## src/rgb_led_slot_encoder_core_defines.svh

```systemverilog
// assertion helpers for the slot encoder
`ifndef RGB_LED_SLOT_ENCODER_CORE_DEFINES_SVH
`define RGB_LED_SLOT_ENCODER_CORE_DEFINES_SVH

// same-cycle implication
`define RLSE_ASSERT_NOW(label, clk, rst, ante, cons) \
  label: assert property (@(posedge clk) disable iff (rst) (ante) |-> (cons)) \
    else $error("slot encoder check failed");

// next-cycle implication
`define RLSE_ASSERT_NEXT(label, clk, rst, ante, cons) \
  label: assert property (@(posedge clk) disable iff (rst) (ante) |=> (cons)) \
    else $error("slot encoder check failed");

`endif

```

## src/rlse_pkg.sv

```systemverilog
package rlse_pkg;

  localparam logic [7:0]  FRAME_INTERVAL    = 8'd100;
  localparam logic [6:0]  SLOT_COUNT        = 7'd75;
  localparam logic [6:0]  LEAD_SLOTS        = 7'd3;
  localparam logic [15:0] SLOT_PERIOD_RESET = 16'd25;

  typedef enum logic [1:0] {
    PH_HIGH,
    PH_DATA,
    PH_LOW
  } slot_phase_t;

  typedef struct packed {
    logic       control_tick;
    logic [7:0] red;
    logic [7:0] green;
    logic [7:0] blue;
    logic       yellow_on;
  } item_t;

  typedef struct packed {
    logic pin_level;
    logic frame_busy;
  } result_t;

endpackage

```

## src/rgb_led_slot_encoder_core.sv

```systemverilog
// Slot-frame encoder for an RGB LED data pin shared with a yellow indicator.
// Each item is one base clock; one result item (pin level, frame busy) comes
// back per item, in the cycle after it is taken, from a result register. The
// block takes one item per clock: all per-item work is one pass of short
// logic into the state and result registers, and item_ready drops only while
// the result register holds an item that has not been taken. slot_period
// (cfg_data, reset 25) sets each slot to slot_period+1 items; a new value is
// used at the next slot reload. cfg_ready is always high.
`include "rgb_led_slot_encoder_core_defines.svh"

module rgb_led_slot_encoder_core (
  input  logic             clk,
  input  logic             rst,
  input  logic             item_valid,
  output logic             item_ready,
  input  rlse_pkg::item_t  item,
  output logic             result_valid,
  input  logic             result_ready,
  output rlse_pkg::result_t result,
  input  logic             cfg_valid,
  output logic             cfg_ready,
  input  logic [15:0]      cfg_data
);
  import rlse_pkg::*;

  logic [15:0] slot_period;
  logic [7:0]  countdown, countdown_next;
  logic        frame_active, frame_active_next;
  logic [6:0]  slot_index, slot_index_next;
  logic [23:0] color_shift, color_shift_next;
  logic [15:0] slot_prescaler, slot_prescaler_next;
  logic        pin_state, pin_state_next;
  slot_phase_t phase, phase_next;
  logic        accept;
  logic        start;

  assign cfg_ready  = 1'b1;
  assign item_ready = !result_valid || result_ready;
  assign accept     = item_valid && item_ready;
  assign start      = item.control_tick && (countdown <= 8'd1);

  always_comb begin
    countdown_next      = countdown;
    frame_active_next   = frame_active;
    slot_index_next     = slot_index;
    color_shift_next    = color_shift;
    slot_prescaler_next = slot_prescaler;
    pin_state_next      = pin_state;
    phase_next          = phase;

    if (item.control_tick) begin
      frame_active_next = 1'b0;
      if (start) begin
        countdown_next      = FRAME_INTERVAL;
        color_shift_next    = {item.green, item.red, item.blue};
        slot_index_next     = '0;
        slot_prescaler_next = '0;
        phase_next          = PH_HIGH;
        frame_active_next   = 1'b1;
      end else begin
        countdown_next = countdown - 8'd1;
        // yellow window: decremented count in 3 .. interval-3
        if (countdown > 8'd3 && countdown <= FRAME_INTERVAL - 8'd2) begin
          pin_state_next = item.yellow_on;
        end
      end
    end

    if (frame_active_next) begin
      if (slot_prescaler_next == '0) begin
        if (slot_index_next >= SLOT_COUNT) begin
          frame_active_next = 1'b0;
        end else begin
          if (slot_index_next < LEAD_SLOTS) begin
            pin_state_next = 1'b0;
          end else begin
            case (phase_next)
              PH_HIGH: begin
                pin_state_next = 1'b1;
                phase_next     = PH_DATA;
              end
              PH_DATA: begin
                pin_state_next   = color_shift_next[23];
                color_shift_next = {color_shift_next[22:0], 1'b0};
                phase_next       = PH_LOW;
              end
              PH_LOW: begin
                pin_state_next = 1'b0;
                phase_next     = PH_HIGH;
              end
              default: begin
                pin_state_next = 1'b0;
                phase_next     = PH_HIGH;
              end
            endcase
          end
          slot_index_next     = slot_index_next + 7'd1;
          slot_prescaler_next = slot_period;
        end
      end else begin
        slot_prescaler_next = slot_prescaler_next - 16'd1;
      end
    end
  end

  always_ff @(posedge clk) begin
    if (rst) begin
      slot_period    <= SLOT_PERIOD_RESET;
      countdown      <= '0;
      frame_active   <= 1'b0;
      slot_index     <= '0;
      slot_prescaler <= '0;
      pin_state      <= 1'b0;
      phase          <= PH_HIGH;
      result_valid   <= 1'b0;
    end else begin
      if (cfg_valid && cfg_ready) begin
        slot_period <= cfg_data;
      end
      if (accept) begin
        countdown      <= countdown_next;
        frame_active   <= frame_active_next;
        slot_index     <= slot_index_next;
        slot_prescaler <= slot_prescaler_next;
        pin_state      <= pin_state_next;
        phase          <= phase_next;
        result_valid   <= 1'b1;
      end else if (result_ready) begin
        result_valid <= 1'b0;
      end
    end
  end

  // payload registers
  always_ff @(posedge clk) begin
    if (accept) begin
      color_shift       <= color_shift_next;
      result.pin_level  <= pin_state_next;
      result.frame_busy <= frame_active_next;
    end
  end

  `RLSE_ASSERT_NOW(a_slot_index_range, clk, rst, 1'b1, slot_index <= SLOT_COUNT)
  `RLSE_ASSERT_NEXT(a_frame_start, clk, rst, accept && start,
    countdown == FRAME_INTERVAL && frame_active && result.frame_busy)
  `RLSE_ASSERT_NEXT(a_hold_without_item, clk, rst, !accept,
    $stable(countdown) && $stable(slot_index) && $stable(pin_state))

endmodule
```

## config.mk

```make
export PLATFORM = sky130hd
export DESIGN_NAME = rgb_led_slot_encoder_core
export DESIGN_NICKNAME = d
export VERILOG_FILES = /design/src/rlse_pkg.sv /design/src/rgb_led_slot_encoder_core.sv
export VERILOG_INCLUDE_DIRS = /design/src /design/src/src
export SDC_FILE = /design/constraint.sdc
export NUM_CORES = 1
export LEC_CHECK = 0
export ABC_AREA = 0
export BUFFER_PORTS_ARGS = -buffer_cell sky130_fd_sc_hd__buf_2
export CAP_MARGIN = 20
export CORE_MARGIN = 10
export CORE_UTILIZATION = 52
export CTS_CLUSTER_DIAMETER = 200
export DETAILED_ROUTE_END_ITERATION = 12
export PLACE_DENSITY = 0.73
export SYNTH_ARGS = -nofsm -noshare
export SYNTH_HDL_FRONTEND = slang
export SYNTH_SLANG_ARGS = --single-unit
```

## constraint.sdc

```tcl
create_clock -name clk -period 8 [get_ports clk]
set_clock_uncertainty 0.2 [all_clocks]
set_input_delay 1.2 -clock clk [delete_from_list [all_inputs] [get_ports clk]]
set_output_delay 1.2 -clock clk [all_outputs]
set_load 0.02 [all_outputs]
```

# Yosys cells after proc, flatten, opt, wreduce, memory -nomap -nowiden
# Cells that the tools add are included.
word_totals:
  reg_bits: 78
  latchBits: 0
  ram_bits: 0
  romBits: 0
  wordCells: 69
  mem_count: 0
op_classes:
  add_sub_neg: 3
  multipliers: 0
  n_div: 0
  n_lt_le_gt_ge: 5
  eq_ne: 1
  shift: 0
  n_mux: 40
  n_bitwise: 0
  n_reduce_logical: 9
op_table:
  columns: ["op", "count"]
  rows:
  - ["$mux 24", 7]
  - ["$mux 16", 5]
  - ["$mux 7", 5]
  - ["$logic_not 16->1", 1]
  - ["$sub 16x1->16 const B", 1]
  - ["$mux 1", 14]
  - ["$mux 2", 6]
  - ["$gt 8x2->1 const B", 1]
  - ["$le 8x1->1 const B", 1]
  - ["$le 8x7->1 const B", 1]
  - ["$mux 8", 1]
  - ["$sub 8x1->8 const B", 1]
  - ["$add 7x1->7 const B", 1]
  - ["$ge 7x7->1 const B", 1]
  - ["$lt 7x2->1 const B", 1]
  - ["$pmux 2 s2", 1]
  - ["$logic_and 1x1->1", 3]
  - ["$eq 2x1->1 const B", 1]
  - ["$logic_not 2->1", 1]
  - ["$pmux 1 s2", 1]
  - ["$reduce_and 2->1", 1]
  - ["$reduce_bool 2->1", 1]
  - ["$logic_not 1->1", 1]
  - ["$logic_or 1x1->1", 1]

# Depth between registers and ports, before layout
# Gate-level depths: netlist of run 1.
logic_depth:
  depth_word: 10
  mapped_depth: 15
  mapped_depth_nobuf: 12

# Worst setup path after synthesis of run 1
# OpenSTA, ideal clock, no wires.
synth_timing:
  path_type: "input -> register"
  start: "input port item[25] in the netlist's numbering"
  end: "register color_shift[10] (data pin)"
  setup_time_ps: 266
  arrival_ps: 3692
  slack_ps: 3842
  stages: 13
  n_path_buf: 3
  cell_sequence: "o21a_1 > nand3_1 > clkbuf_1 > clkbuf_1 > and2_1 > ha_1 > or3_1 > o211ai_1 > o21a_1 > nand3_2 > buf_4 > mux2i_1 > o21ai_1"
synth_between:
  elab_chain_len: 9
  word_cells_on_any_way: 20
  cone_classes: "order compare: 2; eq/ne: 1; mux: 15; reduce/logical: 2"
synth_lines:
  columns: ["element", "line", "rtl"]
  rows:
  - ["start: declaration", "rgb_led_slot_encoder_core.sv:16", "input rlse_pkg::item_t item,"]
  - ["branches (longest 8 deep; another with $lt 7x2->1)", null, null]
  - ["$mux 24 (*)", "rgb_led_slot_encoder_core.sv:69", "if (frame_active_next) begin"]
  - ["net color_shift_next[10]", "rgb_led_slot_encoder_core.sv:30", "logic [23:0] color_shift, color_shift_next;"]
  - ["end signal: assignment", "rgb_led_slot_encoder_core.sv:137", "color_shift <= color_shift_next;"]
  - ["end: declaration", "rgb_led_slot_encoder_core.sv:30", null]
# Mark *: on every way through the listed nets, which the timed path passes.
# A chain may end at the register's enable or synchronous reset.

# Worst setup path after layout of run 1
layout_timing:
  start: "input port item[25] in the netlist's numbering"
  end: "register color_shift[18] (data pin)"
# Same word-level chain as after synthesis.

==> results of run 1 <==
==> worst max-delay path, stage by stage <==
cell and delay (ns):
buf_2 0.13, o21a_1 0.19, nand3_1 0.67, and2_1 0.46
ha_1 0.23, or3_1 0.31, o211ai_1 0.27, o21a_1 0.26
nand3_2 0.62, mux2i_1 0.39, o21ai_1 0.09
==> cell type report <==
cell class | instances | area, sq um | share of cell area (%)
multi-input combinational | 337 | 2160 | 46.3
clock inverter | 7 | 97.6 | 2.09
clock buffer | 9 | 124 | 2.66
sequential | 78 | 1820 | 39.1
timing repair buffer | 55 | 300 | 6.44
inverter | 8 | 30.0 | 0.644
tap | 102 | 128 | 2.74
==> power groups by stage <==
stage / Sequential (mW) / Combinational, mW / Clock (mW)
final: 0.531 / 0.553 / 0.331
after global routing: 0.541 / 0.616 / 0.349
after floorplan: 0.528 / 0.420 / 0
after detailed placement: 0.539 / 0.537 / 0
after global placement: 0.537 / 0.528 / 0
after CTS: 0.530 / 0.541 / 0.339
==> worst max-delay path by stage <==
stage	slack, ns	startpoint	cells past startpoint	endpoint
global placement	2.89	item[25]	11	color_shift[1]$_DFFE_PP_
floorplan	3.84	item[25]	13	color_shift[10]$_DFFE_PP_
CTS	3.11	item[25]	11	color_shift[18]$_DFFE_PP_
detailed placement	2.74	item[25]	11	color_shift[18]$_DFFE_PP_
global route	2.77	item[25]	11	color_shift[18]$_DFFE_PP_
finish	3.07	item[25]	11	color_shift[18]$_DFFE_PP_
==> Yosys cell counts (all sizes together), types with 2 or more instances <==
cell type / instances / share of area [%]
a221oi: 2 / 0.43
nor4: 9 / 2.3
o21ai: 39 / 4.8
o21a: 2 / 0.36
nor2: 46 / 4.2
inv: 8 / 0.73
or3: 7 / 1.1
clkbuf: 17 / 1.5
xor2: 5 / 1.1
and2: 2 / 0.30
edfxtp: 26 / 19
ha: 5 / 1.5
mux2i: 37 / 9.0
buf: 8 / 1.2
nor2b: 5 / 0.94
nand4b: 2 / 0.43
a31oi: 10 / 1.5
o41ai: 2 / 0.43
o2111ai: 2 / 0.43
o32ai: 3 / 0.64
xnor2: 7 / 1.5
a211oi: 3 / 0.55
nand2: 52 / 4.8
nor4b: 4 / 1.0
o31ai: 4 / 0.73
dfxtp: 52 / 25
nand4: 4 / 0.97
a21oi: 21 / 2.6
nor3: 18 / 2.4
o211ai: 3 / 0.55
and4: 2 / 0.43
nand2b: 7 / 1.1
o311a: 2 / 0.49
a211o: 4 / 0.85
nand3: 10 / 1.3
a311oi: 4 / 0.85
==> registers in the layout, indices dropped and copies added (netlist names) <==
| register | count |
|---|---|
| slot_prescaler | 16 |
| pin_state | 1 |
| frame_active | 1 |
| color_shift | 24 |
| slot_index | 7 |
| result | 2 |
| result_valid | 1 |
| phase | 2 |
| slot_period | 16 |
| countdown | 8 |
==> logic make-up (layout without fill, tap and decap cells) <==
| logic type | count (synthesis) | in the layout | share of synthesized area, % |
|---|---|---|---|
| simple gates | 172 | 172 | 22.0 |
| compound gates | 110 | 110 | 17.2 |
| flops | 78 | 78 | 44.2 |
| mux | 37 | 37 | 8.99 |
| buf+inv | 33 | 79 | 3.43 |
| xor+xnor | 12 | 12 | 2.55 |
| fa+ha+maj | 5 | 5 | 1.52 |
| other cells | 1 | 1 | 0.0910 |
==> per-stage QoR <==
| step | total power [mW] | setup slack [ns] | hold WS [ns] | instance area, sq um | instances |
|---|---|---|---|---|---|
| global placement | 1.07 | 2.89 | 0.277 | 4420 | 579 |
| CTS | 1.41 | 3.11 | 0.297 | 4640 | 595 |
| finish | 1.41 | 3.07 | 0.297 | 4660 | 596 |
| global route | 1.51 | 2.77 | 0.313 | 4660 | 596 |
| floorplan | 0.948 | 3.84 | 0.252 | 4120 | 448 |
| detailed placement | 1.08 | 2.74 | 0.282 | 4420 | 579 |
==> per-layer routing <==
metal / part of all wire (%) / vias to the layer above
met2: 48 / 83
met4: 1.3 / 0
met3: 5.6 / 11
li1: - / 1738
met1: 45 / 1675
met5: 0 / -
==> out/results.ini, run 1 <==
[placement]
gp_congestion = 0.855
portBuffers = 50
dpl.hpwl_um = 6540

[yosys]
synthArstFlopShare_pct = 0
avgSynthCellArea_sq_um = 9.20
synth_edf_count = 26
yosys_most_used_dff = dfxtp_1
syn_inst = 448
yosysUniqueCellTypes = 63
ys_seq_area_share_pct = 44.2
ys_ff_latch = 78
ys_warn_count = 0
synth_nets = 500
netlist_area_sq_um = 4120

[job]
drv_cap = 0

[global_route]
grt_use_met3_pct = 4.84
busiest_layer = met2
met2_usage_pct = 25.5
grt_util_met1_pct = 21.2
grt_first_pass_wirelength_um = 15800
grt_max_degree = 65
antenna_found_initial = 0
overflow = 0
first_global_vias = 3315
grtUsageTotal_pct = 16.4

[clocking]
htreeDepth = 3
hold_buffers = 0
cts_root_buf = clkbuf_8
cts_tree = done
clk_path_buf_depth = 2
post_cts_resize_count = 0
cts.sinks = 78
clk_latency_ns = 0.37
post_cts_buffers = 0
cts_inserted_buffers = 9
clk_pin_slew_ns = 0.08

[final_layout]
layout_commonest_cell = dfxtp_1
n_antenna_cell = 0
syn_to_final_growth_pct = 13.1
fin_nets = 541
final_cell_mix = dfxtp_1 (52), nand2_1 (51), buf_2 (50), nor2_1 (46), mux2i_1 (37)
drive_above_1_share_pct = 17.4
fillers = 667
utilization_pct = 60.3

[timing]
rsz0062_at_grt = no
maxClockFrequency_mhz = 203
worst_pin_slew_ns = 0.930
finalHoldViolations = 0
setup_tns_ns = 0
setup_viol_count_final = 0
period_share_pct = 61.7
min_period_ns = 4.93
drv_slew = 0
max_slew_margin_pct = 37.8

[floorplanning]
io_pins = 52
die_area_sq_um = 11900
die_w_um = 109
die_y_um = 109
start_util_pct = 53.3
fp-row-count = 32
core_sq_um = 7730

[setup_path]
crit_type = input pin to register
arrival_ns = 4.84
start_kind = input pin
r2r-end = color_shift[18]$_DFFE_PP_
r2r_slack_ns = 3.42
cp-end-kind = register
critPathMaxFanout = 24
cp.required_ns = 7.91
timing.rr.start = countdown[0]$_SDFFE_PP0P_
reg2reg_depth = 12

[pwr]
p_per_area_nw_per_um2 = 304
p_sw_share_pct = 39.8
power_leakage_nw = 1.90
clkPwrFrac_pct = 23.4
peakVddDrop_mv = 0.229
internal_power_mw = 0.852
p_sw_mw = 0.563
seq_power_share_pct = 37.5
p_comb_share_pct = 39.1

[detailed_routing]
first_pass_iters = 4
num_vias = 3507
route.detailed.drc = 0
routed_via_density = 5.88
drtIter0Drc = 177
drtAntennaViolNets = 0
totalWireLength_um = 9680
wl_per_cell_um = 16.2

[min_path]
hold_path.class = register to register
hp-start = slot_period[9]$_SDFFE_PP0P_
min_to = slot_period[9]$_SDFFE_PP0P_
hold_depth = 2

[run_status]
outcome = complete, no violations

Power figures use the tool's default switching activity.
==> run 2, diff against run 1 <==
--- a/config.mk
+++ b/config.mk
@@ -13,7 +13,7 @@
 export CORE_UTILIZATION = 52
 export CTS_CLUSTER_DIAMETER = 200
 export DETAILED_ROUTE_END_ITERATION = 12
-export PLACE_DENSITY = 0.73
+export PLACE_DENSITY = 0.76
 export SYNTH_ARGS = -nofsm -noshare
 export SYNTH_HDL_FRONTEND = slang
 export SYNTH_SLANG_ARGS = --single-unit
==> constraint.sdc (replaced) <==
create_clock -name clk -period 4.5 [get_ports clk]
set_clock_uncertainty 0.2 [all_clocks]
set_input_delay 0.675 -clock clk [delete_from_list [all_inputs] [get_ports clk]]
set_output_delay 0.675 -clock clk [all_outputs]
set_load 0.02 [all_outputs]
==> run 2 against run 1 <==
Net effect: combinational power rose by 77%; first-iteration DRC count increased by 39%; die area did not move; sequential cell count unchanged; critical endpoint is now slot_prescaler[15]$_SDFFE_PP0P_; largest cell class unchanged.
==> out/results.ini, run 2 (synthesis results as in run 1) <==
[run_status]
outcome = complete, no violations

[global_route]
grt_max_degree = 42  ; -35%
antenna_found_initial = 0  ; unchanged
first_global_vias = 3465  ; +4.5%
grt_first_pass_wirelength_um = 16300  ; +3.2%
overflow = 0  ; unchanged
grtUsageTotal_pct = 16.9  ; +0.53 points

[clocking]
clk_latency_ns = 0.36  ; about the same
post_cts_buffers = 0  ; unchanged
cts_root_buf = clkbuf_8
cts.sinks = 78  ; unchanged
clk_path_buf_depth = 2  ; unchanged
cts_inserted_buffers = 9  ; unchanged
htreeDepth = 3  ; unchanged
hold_buffers = 0  ; unchanged
post_cts_resize_count = 0  ; unchanged
cts_tree = done
clk_pin_slew_ns = 0.08  ; about the same

[setup_path]
start_kind = register
cp.required_ns = 4.53  ; -3.38 ns
arrival_ns = 3.77  ; -1.07 ns
crit_chain = inv_1, ha_1, o21a_1, nand3_1, nand2_1, ha_1, nor4b_2, nand4_4, nand2_1, o21ai_0, a221oi_1, nor3_1
cp_slowest_cell = nand2_1
cp-end-kind = register
crit_type = register to register
critPathBufInv = 1  ; unchanged
critPathMaxFanout = 18  ; -25%
max_stage_delay_ns = 0.50  ; -0.17 ns
crit_family = simple AND/OR/NAND/NOR gates

[floorplanning]
die_y_um = 109  ; unchanged
io_pins = 52  ; unchanged
fp-row-count = 32  ; unchanged
die_area_sq_um = 11900  ; unchanged
start_util_pct = 53.3  ; unchanged
core_sq_um = 7730  ; unchanged
die_w_um = 109  ; unchanged

[pwr]
power_leakage_nw = 1.92  ; +1.2%
peakVddDrop_mv = 0.341  ; +49%
p_per_area_nw_per_um2 = 549  ; +81%

[final_layout]
layout_commonest_cell = dfxtp_1
final_cell_mix = dfxtp_1 (52), nand2_1 (51), buf_2 (50), nor2_1 (46), mux2i_1 (37)
n_antenna_cell = 0  ; unchanged
syn_to_final_growth_pct = 13.7
largest_reg_flops = 24  ; unchanged
drive_above_1_share_pct = 17.7  ; +0.33 points
fin_nets = 543  ; +0.37%
largest_registers = color_shift x24, slot_period x16, slot_prescaler x16
regMostFlops = color_shift

[timing]
min_period_ns = 3.74
setup_tns_ns = 0  ; unchanged
drv_slew = 0  ; unchanged
setup_viol_count_final = 0  ; unchanged
rsz0062_at_grt = no
period_share_pct = 83.0
worst_pin_slew_ns = 0.598  ; -0.332 ns
fin_hold_ws_ns = 0.308  ; +0.0115 ns
finalHoldViolations = 0  ; unchanged
max_slew_margin_pct = 59.8  ; +22 points
maxClockFrequency_mhz = 268

[placement]
gp_congestion = 0.909  ; +6.3%
dpl.hpwl_um = 6720  ; +2.8%
portBuffers = 50  ; unchanged

[detailed_routing]
drtAntennaViolNets = 0  ; unchanged
totalWireLength_um = 9820  ; +1.5%
route.detailed.drc = 0  ; unchanged
wl_per_cell_um = 16.4  ; +1.2%
routed_via_density = 5.96  ; +1.2%
first_pass_iters = 5  ; +1
num_vias = 3562  ; +1.6%
drtIter0Drc = 246  ; +39%

[min_path]
hold_path.class = register to register

[job]
drv_cap = 0  ; unchanged

run 2: cell count changes in the layout (fill, tap and decap cells not counted), sizes merged:
cell / before / now
buf: 55 / 57
clkinvlp: 2 / 0
bufinv: 2 / 3
clkinv: 2 / 3
run 2: layout make-up:
cell class	count	area, sq um
inverters	8	30.0
well taps	102	128
multi-input cells	337	2160
clock inverters	7	121
flip-flops and latches	78	1820
clock buffers	9	124
fillers	685	3040
repair buffers	57	303
run 2: power by group:
part	total, mW	internal [mW]	switching [mW]
logic	0.979	0.345	0.634
clock network	0.648	0.371	0.277
registers	0.946	0.852	0.0940
total	2.57	1.57	1.00
run 2: tightest hold or removal path: cells and delay by family (launching register included):
family,cells,cell delay (ns)
muxes,1,0.07
and+or+nand+nor,1,0.08
DFF,1,0.33
run 2: per-layer routing:
layer,vias to the layer above,track usage [%],wire length [um]
met2,128,26.6,4610
met3,20,4.84,680
met5,-,0,0
li1,1742,-,-
met1,1672,21.4,4360
met4,0,6.87,172
run 2: worst paths after layout:
kind	start	to	slack, ns	cells after the start
worst min register to register	slot_period[10]$_SDFFE_PP0P_	slot_period[10]$_SDFFE_PP0P_	0.31	2
worst min-delay path	slot_period[10]$_SDFFE_PP0P_	slot_period[10]$_SDFFE_PP0P_	0.31	2
worst max register to register	countdown[0]$_SDFFE_PP0P_	slot_prescaler[15]$_SDFFE_PP0P_	0.76	12
worst max-delay path	countdown[0]$_SDFFE_PP0P_	slot_prescaler[15]$_SDFFE_PP0P_	0.76	12
run 2: through the flow:
| step | instances | power (mW) | setup WS (ns) | utilization (%) | cell area, sq um |
|---|---|---|---|---|---|
| floorplan | 448 | 1.69 | 0.867 | - | 4120 |
| global placement | 582 | 1.90 | 0.684 | 57.5 | 4440 |
| detailed placement | 582 | 1.92 | 0.628 | 57.5 | 4440 |
| CTS | 598 | 2.57 | 0.830 | 60.6 | 4690 |
| global route | 598 | 2.74 | 0.424 | 60.6 | 4690 |
| finish | 598 | 2.57 | 0.763 | 60.6 | 4690 |
